$ cat src/rtl/core/brb_pkg.sv
// Shared types and constants for the byte ring buffer FIFO.
// No dependencies; used by brb_ctrl, brb_dp and byte_ring_buffer_fifo.
`timescale 1ns / 1ps

package brb_pkg;

  // Default geometry
  localparam int DEPTH_DEF     = 256;
  localparam int MAX_BURST_DEF = 64;

  // Request operation codes
  typedef enum logic [1:0] {
    OP_PUT  = 2'd0,
    OP_GET  = 2'd1,
    OP_PEEK = 2'd2,
    OP_SKIP = 2'd3
  } op_t;

  // Result status codes
  localparam logic [1:0] ST_OK     = 2'd0;
  localparam logic [1:0] ST_REJECT = 2'd1;
  localparam logic [1:0] ST_EMPTY  = 2'd2;

  // Controller -> datapath commands
  typedef struct packed {
    logic cap;   // latch request fields
    logic exec;  // evaluate request, update pointers and counts
    logic rd;    // issue one memory read, advance burst pointer
    logic emit;  // a read byte is on the result port
  } cmd_t;

  // Datapath -> controller status
  typedef struct packed {
    logic burst; // request produces a run of read bytes
    logic more;  // burst bytes still to read
  } stat_t;

endpackage

$ cat src/rtl/core/brb_ctrl.sv
// Sequencing state machine for the byte ring buffer FIFO.
// Depends on brb_pkg (cmd_t, stat_t).
`timescale 1ns / 1ps

module brb_ctrl (
  input  logic           clk,
  input  logic           rst,
  input  logic           req_valid,
  output logic           req_ready,
  output logic           res_valid,
  input  logic           res_ready,
  input  brb_pkg::stat_t stat,
  output brb_pkg::cmd_t  cmd
);

  typedef enum logic [4:0] {
    S_IDLE = 5'b00001,
    S_EXEC = 5'b00010,
    S_RESP = 5'b00100,
    S_RD   = 5'b01000,
    S_EMIT = 5'b10000
  } state_t;

  state_t state, state_next;

  // Next-state logic
  always_comb begin
    state_next = state;
    case (state)
      S_IDLE: if (req_valid) state_next = S_EXEC;
      S_EXEC: state_next = stat.burst ? S_RD : S_RESP;
      S_RESP: if (res_ready) state_next = S_IDLE;
      S_RD:   state_next = S_EMIT;
      S_EMIT: begin
        if (res_ready) state_next = stat.more ? S_RD : S_IDLE;
      end
      default: state_next = S_IDLE;
    endcase
  end

  always_ff @(posedge clk) begin
    if (rst) state <= S_IDLE;
    else     state <= state_next;
  end

  // Handshake and command decode
  assign req_ready = (state == S_IDLE);
  assign res_valid = (state == S_RESP) || (state == S_EMIT);

  always_comb begin
    cmd.cap  = (state == S_IDLE) && req_valid;
    cmd.exec = (state == S_EXEC);
    cmd.rd   = (state == S_RD);
    cmd.emit = (state == S_EMIT);
  end

endmodule

$ cat src/rtl/core/brb_dp.sv
// Datapath of the byte ring buffer FIFO: byte memory, pointers, run tracking.
// Depends on brb_pkg (op codes, status codes, cmd_t, stat_t).
`timescale 1ns / 1ps

module brb_dp #(
  parameter int DEPTH     = brb_pkg::DEPTH_DEF,
  parameter int MAX_BURST = brb_pkg::MAX_BURST_DEF
) (
  input  logic           clk,
  input  logic           rst,
  input  brb_pkg::cmd_t  cmd,
  output brb_pkg::stat_t stat,
  input  logic [1:0]     op,
  input  logic [7:0]     data_byte,
  input  logic           run_first,
  input  logic [7:0]     length,
  input  logic [7:0]     offset,
  output logic [7:0]     read_byte,
  output logic           byte_valid,
  output logic           last,
  output logic [1:0]     status,
  output logic [7:0]     used_count,
  output logic [7:0]     free_count
);

  localparam int AW = (DEPTH > 1) ? $clog2(DEPTH) : 1;
  localparam int CW = ((AW > 8) ? AW : 8) + 1;
  localparam int BW = $clog2(MAX_BURST + 1);
  localparam logic [AW:0]   DEPTH_W  = (AW + 1)'(DEPTH);
  localparam logic [CW-1:0] FREE_MAX = CW'(DEPTH - 1);
  localparam logic [CW-1:0] BURST_W  = CW'(MAX_BURST);
  localparam logic [CW-1:0] SAT_W    = CW'(255);

  // Latched request
  brb_pkg::op_t op_q;
  logic [7:0]   data_q;
  logic         first_q;
  logic [7:0]   len_q;
  logic [7:0]   off_q;

  // Buffer state
  logic [7:0]    mem [DEPTH];
  logic [7:0]    rdata;
  logic [AW-1:0] wr_idx, wr_next;
  logic [AW-1:0] rd_idx, rd_next;
  logic [AW-1:0] used, used_next;
  logic [7:0]    run_rem, rem_next;
  logic          run_acc, acc_next;
  logic [AW-1:0] rd_ptr, ptr_next;
  logic [BW-1:0] burst_left, left_next;
  logic [1:0]    res_status, status_next;
  logic          store_en;
  logic          burst;

  // Widened views for compares
  logic [CW-1:0] used_w, free_w, len_w, cnt_w, start_w, avail_w, n_w, skip_n;

  function automatic logic [AW-1:0] add_mod(input logic [AW-1:0] a, input logic [AW-1:0] b);
    logic [AW:0] s;
    s = {1'b0, a} + {1'b0, b};
    if (s >= DEPTH_W) s = s - DEPTH_W;
    return s[AW-1:0];
  endfunction

  // Request capture
  always_ff @(posedge clk) begin
    if (cmd.cap) begin
      op_q    <= brb_pkg::op_t'(op);
      data_q  <= data_byte;
      first_q <= run_first;
      len_q   <= length;
      off_q   <= offset;
    end
  end

  // Counts and limits
  always_comb begin
    used_w  = CW'(used);
    free_w  = FREE_MAX - used_w;
    len_w   = CW'(len_q);
    cnt_w   = (len_w > BURST_W) ? BURST_W : len_w;
    start_w = (op_q == brb_pkg::OP_GET) ? '0 : CW'(off_q);
    avail_w = used_w - start_w;
    n_w     = (cnt_w < avail_w) ? cnt_w : avail_w;
    skip_n  = (len_w < used_w) ? len_w : used_w;
  end

  // Request evaluation and burst stepping
  always_comb begin
    wr_next     = wr_idx;
    rd_next     = rd_idx;
    used_next   = used;
    rem_next    = run_rem;
    acc_next    = run_acc;
    ptr_next    = rd_ptr;
    left_next   = burst_left;
    status_next = res_status;
    store_en    = 1'b0;
    burst       = 1'b0;
    if (cmd.exec) begin
      status_next = brb_pkg::ST_OK;
      case (op_q)
        brb_pkg::OP_PUT: begin
          if (first_q) begin
            if (len_q == 8'd0) begin
              rem_next = 8'd0;
              acc_next = 1'b0;
            end else if (len_w <= free_w) begin
              acc_next = 1'b1;
              rem_next = len_q - 8'd1;
              if (free_w != '0) store_en = 1'b1;
              else              status_next = brb_pkg::ST_REJECT;
            end else begin
              acc_next    = 1'b0;
              rem_next    = len_q - 8'd1;
              status_next = brb_pkg::ST_REJECT;
            end
          end else if (run_rem == 8'd0) begin
            status_next = brb_pkg::ST_REJECT;
          end else begin
            rem_next = run_rem - 8'd1;
            if (!run_acc || free_w == '0) status_next = brb_pkg::ST_REJECT;
            else                          store_en = 1'b1;
          end
        end
        brb_pkg::OP_SKIP: begin
          rd_next   = add_mod(rd_idx, AW'(skip_n));
          used_next = used - AW'(skip_n);
        end
        default: begin
          // get and peek
          if (start_w >= used_w) begin
            status_next = brb_pkg::ST_EMPTY;
          end else if (n_w != '0) begin
            burst     = 1'b1;
            ptr_next  = add_mod(rd_idx, AW'(start_w));
            left_next = BW'(n_w);
            if (op_q == brb_pkg::OP_GET) begin
              rd_next   = add_mod(rd_idx, AW'(n_w));
              used_next = used - AW'(n_w);
            end
          end
        end
      endcase
      if (store_en) begin
        wr_next   = add_mod(wr_idx, AW'(1));
        used_next = used + AW'(1);
      end
    end
    if (cmd.rd) begin
      ptr_next  = add_mod(rd_ptr, AW'(1));
      left_next = burst_left - BW'(1);
    end
  end

  // Control state registers
  always_ff @(posedge clk) begin
    if (rst) begin
      wr_idx     <= '0;
      rd_idx     <= '0;
      used       <= '0;
      run_rem    <= '0;
      run_acc    <= 1'b0;
      rd_ptr     <= '0;
      burst_left <= '0;
      res_status <= brb_pkg::ST_OK;
    end else begin
      wr_idx     <= wr_next;
      rd_idx     <= rd_next;
      used       <= used_next;
      run_rem    <= rem_next;
      run_acc    <= acc_next;
      rd_ptr     <= ptr_next;
      burst_left <= left_next;
      res_status <= status_next;
    end
  end

  // Byte memory: one write port, one registered read port
  always_ff @(posedge clk) begin
    if (store_en) mem[wr_idx] <= data_q;
  end

  always_ff @(posedge clk) begin
    if (cmd.rd) rdata <= mem[rd_ptr];
  end

  // Status to controller
  always_comb begin
    stat.burst = burst;
    stat.more  = (burst_left != '0);
  end

  // Result fields
  assign byte_valid = cmd.emit;
  assign read_byte  = cmd.emit ? rdata : 8'd0;
  assign last       = cmd.emit ? (burst_left == '0) : 1'b1;
  assign status     = cmd.emit ? brb_pkg::ST_OK : res_status;
  assign used_count = (used_w > SAT_W) ? 8'hFF : used_w[7:0];
  assign free_count = (free_w > SAT_W) ? 8'hFF : free_w[7:0];

  // Checks
  a_used_matches_ptrs: assert property (@(posedge clk) disable iff (rst)
    used == ((wr_idx >= rd_idx) ? (wr_idx - rd_idx)
                                : AW'({1'b0, wr_idx} + DEPTH_W - {1'b0, rd_idx})))
    else $error("used count disagrees with write and read indexes");

  a_used_bound: assert property (@(posedge clk) disable iff (rst)
    used_w <= FREE_MAX)
    else $error("buffer holds more than DEPTH-1 bytes");

  a_ptr_range: assert property (@(posedge clk) disable iff (rst)
    ({1'b0, wr_idx} < DEPTH_W) && ({1'b0, rd_idx} < DEPTH_W) && ({1'b0, rd_ptr} < DEPTH_W))
    else $error("index outside the buffer");

  a_burst_bound: assert property (@(posedge clk) disable iff (rst)
    cmd.exec && burst |=> (burst_left <= BW'(MAX_BURST)) && (burst_left != '0))
    else $error("burst length out of range");

endmodule

$ cat src/rtl/core/byte_ring_buffer_fifo.sv
// Top level of the byte ring buffer FIFO.
// Depends on brb_pkg, brb_ctrl and brb_dp.
//
//   channel   handshake              payload
//   request   req_valid / req_ready  op, data_byte, run_first, length, offset
//   result    res_valid / res_ready  read_byte, byte_valid, last, status,
//                                    used_count, free_count
//
// A put or skip is accepted, evaluated and then answered with a result.
// A get or peek that returns bytes is accepted and evaluated, then each byte
// takes a memory read and then a result, set by the single registered read
// port of the byte memory; one that returns no byte is handled like a put.
// Synchronous reset empties the buffer and clears any pending put run.
// A stalled result holds the block; no request is taken until the last
// result of the current one is delivered.
`timescale 1ns / 1ps

module byte_ring_buffer_fifo #(
  parameter int DEPTH     = brb_pkg::DEPTH_DEF,
  parameter int MAX_BURST = brb_pkg::MAX_BURST_DEF
) (
  input  logic       clk,
  input  logic       rst,
  input  logic       req_valid,
  output logic       req_ready,
  input  logic [1:0] op,
  input  logic [7:0] data_byte,
  input  logic       run_first,
  input  logic [7:0] length,
  input  logic [7:0] offset,
  output logic       res_valid,
  input  logic       res_ready,
  output logic [7:0] read_byte,
  output logic       byte_valid,
  output logic       last,
  output logic [1:0] status,
  output logic [7:0] used_count,
  output logic [7:0] free_count
);

  brb_pkg::cmd_t  cmd;
  brb_pkg::stat_t stat;

  // Sequencer
  brb_ctrl u_ctrl (
    .clk       (clk),
    .rst       (rst),
    .req_valid (req_valid),
    .req_ready (req_ready),
    .res_valid (res_valid),
    .res_ready (res_ready),
    .stat      (stat),
    .cmd       (cmd)
  );

  // Buffer datapath
  brb_dp #(
    .DEPTH     (DEPTH),
    .MAX_BURST (MAX_BURST)
  ) u_dp (
    .clk        (clk),
    .rst        (rst),
    .cmd        (cmd),
    .stat       (stat),
    .op         (op),
    .data_byte  (data_byte),
    .run_first  (run_first),
    .length     (length),
    .offset     (offset),
    .read_byte  (read_byte),
    .byte_valid (byte_valid),
    .last       (last),
    .status     (status),
    .used_count (used_count),
    .free_count (free_count)
  );

endmodule
$ cat config.mk
export PLATFORM = sky130hd
export DESIGN_NAME = byte_ring_buffer_fifo
export DESIGN_NICKNAME = d
export VERILOG_FILES = /design/src/rtl/core/brb_pkg.sv /design/src/rtl/core/brb_ctrl.sv /design/src/rtl/core/brb_dp.sv /design/src/rtl/core/byte_ring_buffer_fifo.sv
export SDC_FILE = /design/constraint.sdc
export NUM_CORES = 2
export LEC_CHECK = 0
export ABC_AREA = 0
export BUFFER_PORTS_ARGS = -buffer_cell sky130_fd_sc_hd__buf_2
export CAP_MARGIN = 25
export CORE_AREA = 4 4 441 443
export CTS_BUF_LIST = sky130_fd_sc_hd__clkbuf_4
export DETAILED_ROUTE_END_ITERATION = 8
export DIE_AREA = 0 0 445 447
export MAX_ROUTING_LAYER = met4
export PLACE_DENSITY = 0.59
export SLEW_MARGIN = 15
export SYNTH_ARGS = -nofsm -noshare
export SYNTH_HDL_FRONTEND = slang
export SYNTH_SLANG_ARGS = --single-unit
$ cat constraint.sdc
create_clock -name clk -period 16.9 [get_ports clk]
set_input_delay 1.69 -clock clk [delete_from_list [all_inputs] [get_ports clk]]
set_output_delay 1.69 -clock clk [all_outputs]
set_load 0.01 [all_outputs]
==> results.ini <==
[outcome]
outcome = completed

[global_routing]
grt_max_degree = 192
grt_pass1_wl_mm = 306
grt_pass1_vias = 44000
antenna_found_initial = 13
grt_use_total_pct = 21.9
grt.overflow.total = 0

[placed_design]
dp.cells = 6404
port_buffers = 60
dpl.hpwl_mm = 123
routabilityCongestion = 0.860
placedInstanceArea_um2 = 88500
place_ws_ns = 9.99

[timing]
slew_headroom_pct = 24.8
rsz0062_at_grt = false
hold_violations = 0
finalSetupViolations = 0
finalMaxSlewViolations = 0
setup_ws_ns = 9.96
final.period_utilization_pct = 41.1
min_period_ns = 6.94
skew_ns = 0.0713
fmax_mhz = 144
worstMarginPinSlew_ns = 1.13
finalSetupTns_ns = 0

[setup_path]
cpMostUsedCell = a21oi_1
crit_buf_inv = 2
crit_cells = 29
critPathCaptureType = register
required_ns = 18.13
cp_slowest_cell = nor3_2
path_class = reg -> reg
crit_start = u_dp.op_q[0]
cp_data_arrival_time_ns = 8.17
cp_max_fo = 11
r2r-start = u_dp.op_q[0]
cp_top_family = simple AND/OR/NAND/NOR gates
slowest_delay_ns = 0.58
rr_worst_depth = 29
cp-start-kind = register

[power]
powerDensity_nw_per_um2 = 109
power.leakage_nw = 29.3
fin_total_pwr_mw = 10.4
peakVddDrop_mv = 0.0525

[finish]
n_fill_cell = 15500
area_growth_pct = 12.0
drive_gt1_share_pct = 35.4
regArea_um2 = 63700
design_area_um2 = 95500
fin_cells = 7355
final_cell_mix = edfxtp_1 (2083), clkbuf_4 (827), mux4_2 (680), nor2_1 (344), clkinv_1 (81)
multi_input_area_um2 = 20600
nets = 4574
layout_commonest_cell = edfxtp_1

[synthesis]
syn_avg_cell_area_um2 = 21.4
synthXorXnorAreaFrac_pct = 0.389
ys_types = 82
synth_nets = 4086
syn_inst = 3986
synth-simple-area-share_pct = 2.98
muxShareOfSynthArea_pct = 18.1
synth_edf_count = 2083
synth-compound-area-share_pct = 1.56
synth_fa_ha_area_share_pct = 1.05
syn_area_um2 = 85200
yosysWarnings = 0
synth_top_family_by_area = multiplexers
ys_ff_latch = 2138
synth_seq_area_share_pct = 74.7
synth-async-reset-ratio_pct = 0
synthFlopType = edfxtp_1

[drt]
vias = 42400
post_drt_wl_per_cell_um = 28.6
drt-vias-per-instance = 5.76
dr.first_iter.drc_count = 3990
drc = 0
firstDrtPassIters = 8
routed_wl_mm = 210
ant_nets = 0

[floorplan]
rows = 160
dieHeight_um = 447
core_area_um2 = 190000
pin_count = 61
start_util_pct = 44.9
fp.dieW_um = 445
die_area_um2 = 199000

[hold_path]
min_path_type = reg -> reg
min_from = u_dp.res_status[0]
hold-path-cell-count = 2

[clocking]
h-tree-depth = 6
cts_tree = built
cts_buffer_depth = 4
clock-sinks = 2138
clk_pin_slew_worst_paths_ns = 0.06
cts_root_buf = clkbuf_4
cts_hold_buffers = 0
worstSkewPairLatency_ns = 1.34
cts-resized-gates = 0
numCtsBuffers = 571
post_cts.repair.setup_buffers = 0

[run]
drv_cap = 0

cells by family after synthesis:
group           after synthesis
buf+inv                     282
mux                         690
compound gates              199
other cells                   1
flops                      2138
fa+ha+maj                    69
simple gates                570
xor+xnor                     37
per-layer routing:
metal | track usage [%] | vias to the layer above | share of wire, %
li1 | - | 18000 | -
met1 | 30.2 | 22400 | 42
met2 | 33.5 | 1657 | 49
met3 | 4.33 | 338 | 6.7
met4 | 6.80 | 0 | 2.3
met5 | - | - | 0
metrics by stage:
step	utilization [%]	hold WS, ns
global route	50.3	0.392
floorplan	-	0.427
detailed placement	46.6	0.455
finish	50.3	0.459
CTS	50.2	0.355
global placement	46.5	0.452
report_power, final:
group	switching, mW	internal (mW)	leakage [nW]
clock	2.04	2.31	4.08
combinational	0.171	0.0486	6.09
sequential	0.00849	5.84	19.2
registers in the layout, indices dropped and copies added, names as in the netlist, 7 cells and up:
signal and flops:
u_dp.mem 2048, u_dp.data_q 8, u_dp.len_q 8, u_dp.off_q 8, u_dp.rd_idx 8, u_dp.rd_ptr 8, u_dp.rdata 8, u_dp.run_rem 8
u_dp.used 8, u_dp.wr_idx 8, u_dp.burst_left 7
worst paths after layout:
path / end / slack, ns
worst min-delay path: u_dp.res_status[0] / 0.46
worst max register to register: u_dp.used[7] / 9.96
worst max-delay path: u_dp.used[7] / 9.96
worst min register to register: u_dp.res_status[0] / 0.46
cell usage after synthesis, types with 15 or more instances:
| master | number | area (um2) |
|---|---|---|
| mux4_2 | 680 | 15300 |
| xnor2_1 | 22 | 193 |
| dfxtp_1 | 55 | 1100 |
| nand3_1 | 24 | 120 |
| edfxtp_1 | 2083 | 62500 |
| nor2_1 | 344 | 1290 |
| clkbuf_1 | 146 | 548 |
| inv_1 | 66 | 248 |
| ha_1 | 65 | 813 |
| o21ai_0 | 29 | 145 |
| nor3_1 | 16 | 80.1 |
| and2_1 | 15 | 93.8 |
| buf_1 | 64 | 240 |
| a21oi_1 | 76 | 380 |
| nand2_1 | 82 | 308 |
cell type report:
| cell class | count | share of cell area (%) |
|---|---|---|
| sequential | 2138 | 66.7 |
| multi-input combinational | 1566 | 21.5 |
| clock buffer | 827 | 6.50 |
| tap | 2511 | 3.29 |
| timing repair buffer | 131 | 1.13 |
| clock inverter | 102 | 0.574 |
| inverter | 66 | 0.259 |
| antenna | 14 | 0.0367 |
worst reg2reg max path: cells and delay by family (launching register included):
family / cells / cell delay, ns
buffers and inverters: 2 / 0.27
flip-flops: 1 / 0.42
AND/OR/NAND/NOR: 10 / 2.21
adder cells (fa/ha/maj): 4 / 1.29
XOR/XNOR: 1 / 0.17
multiplexers: 1 / 0.35
AO/OA/AOI/OAI: 11 / 2.18
No activity file was read; power rests on OpenSTA's default activity.
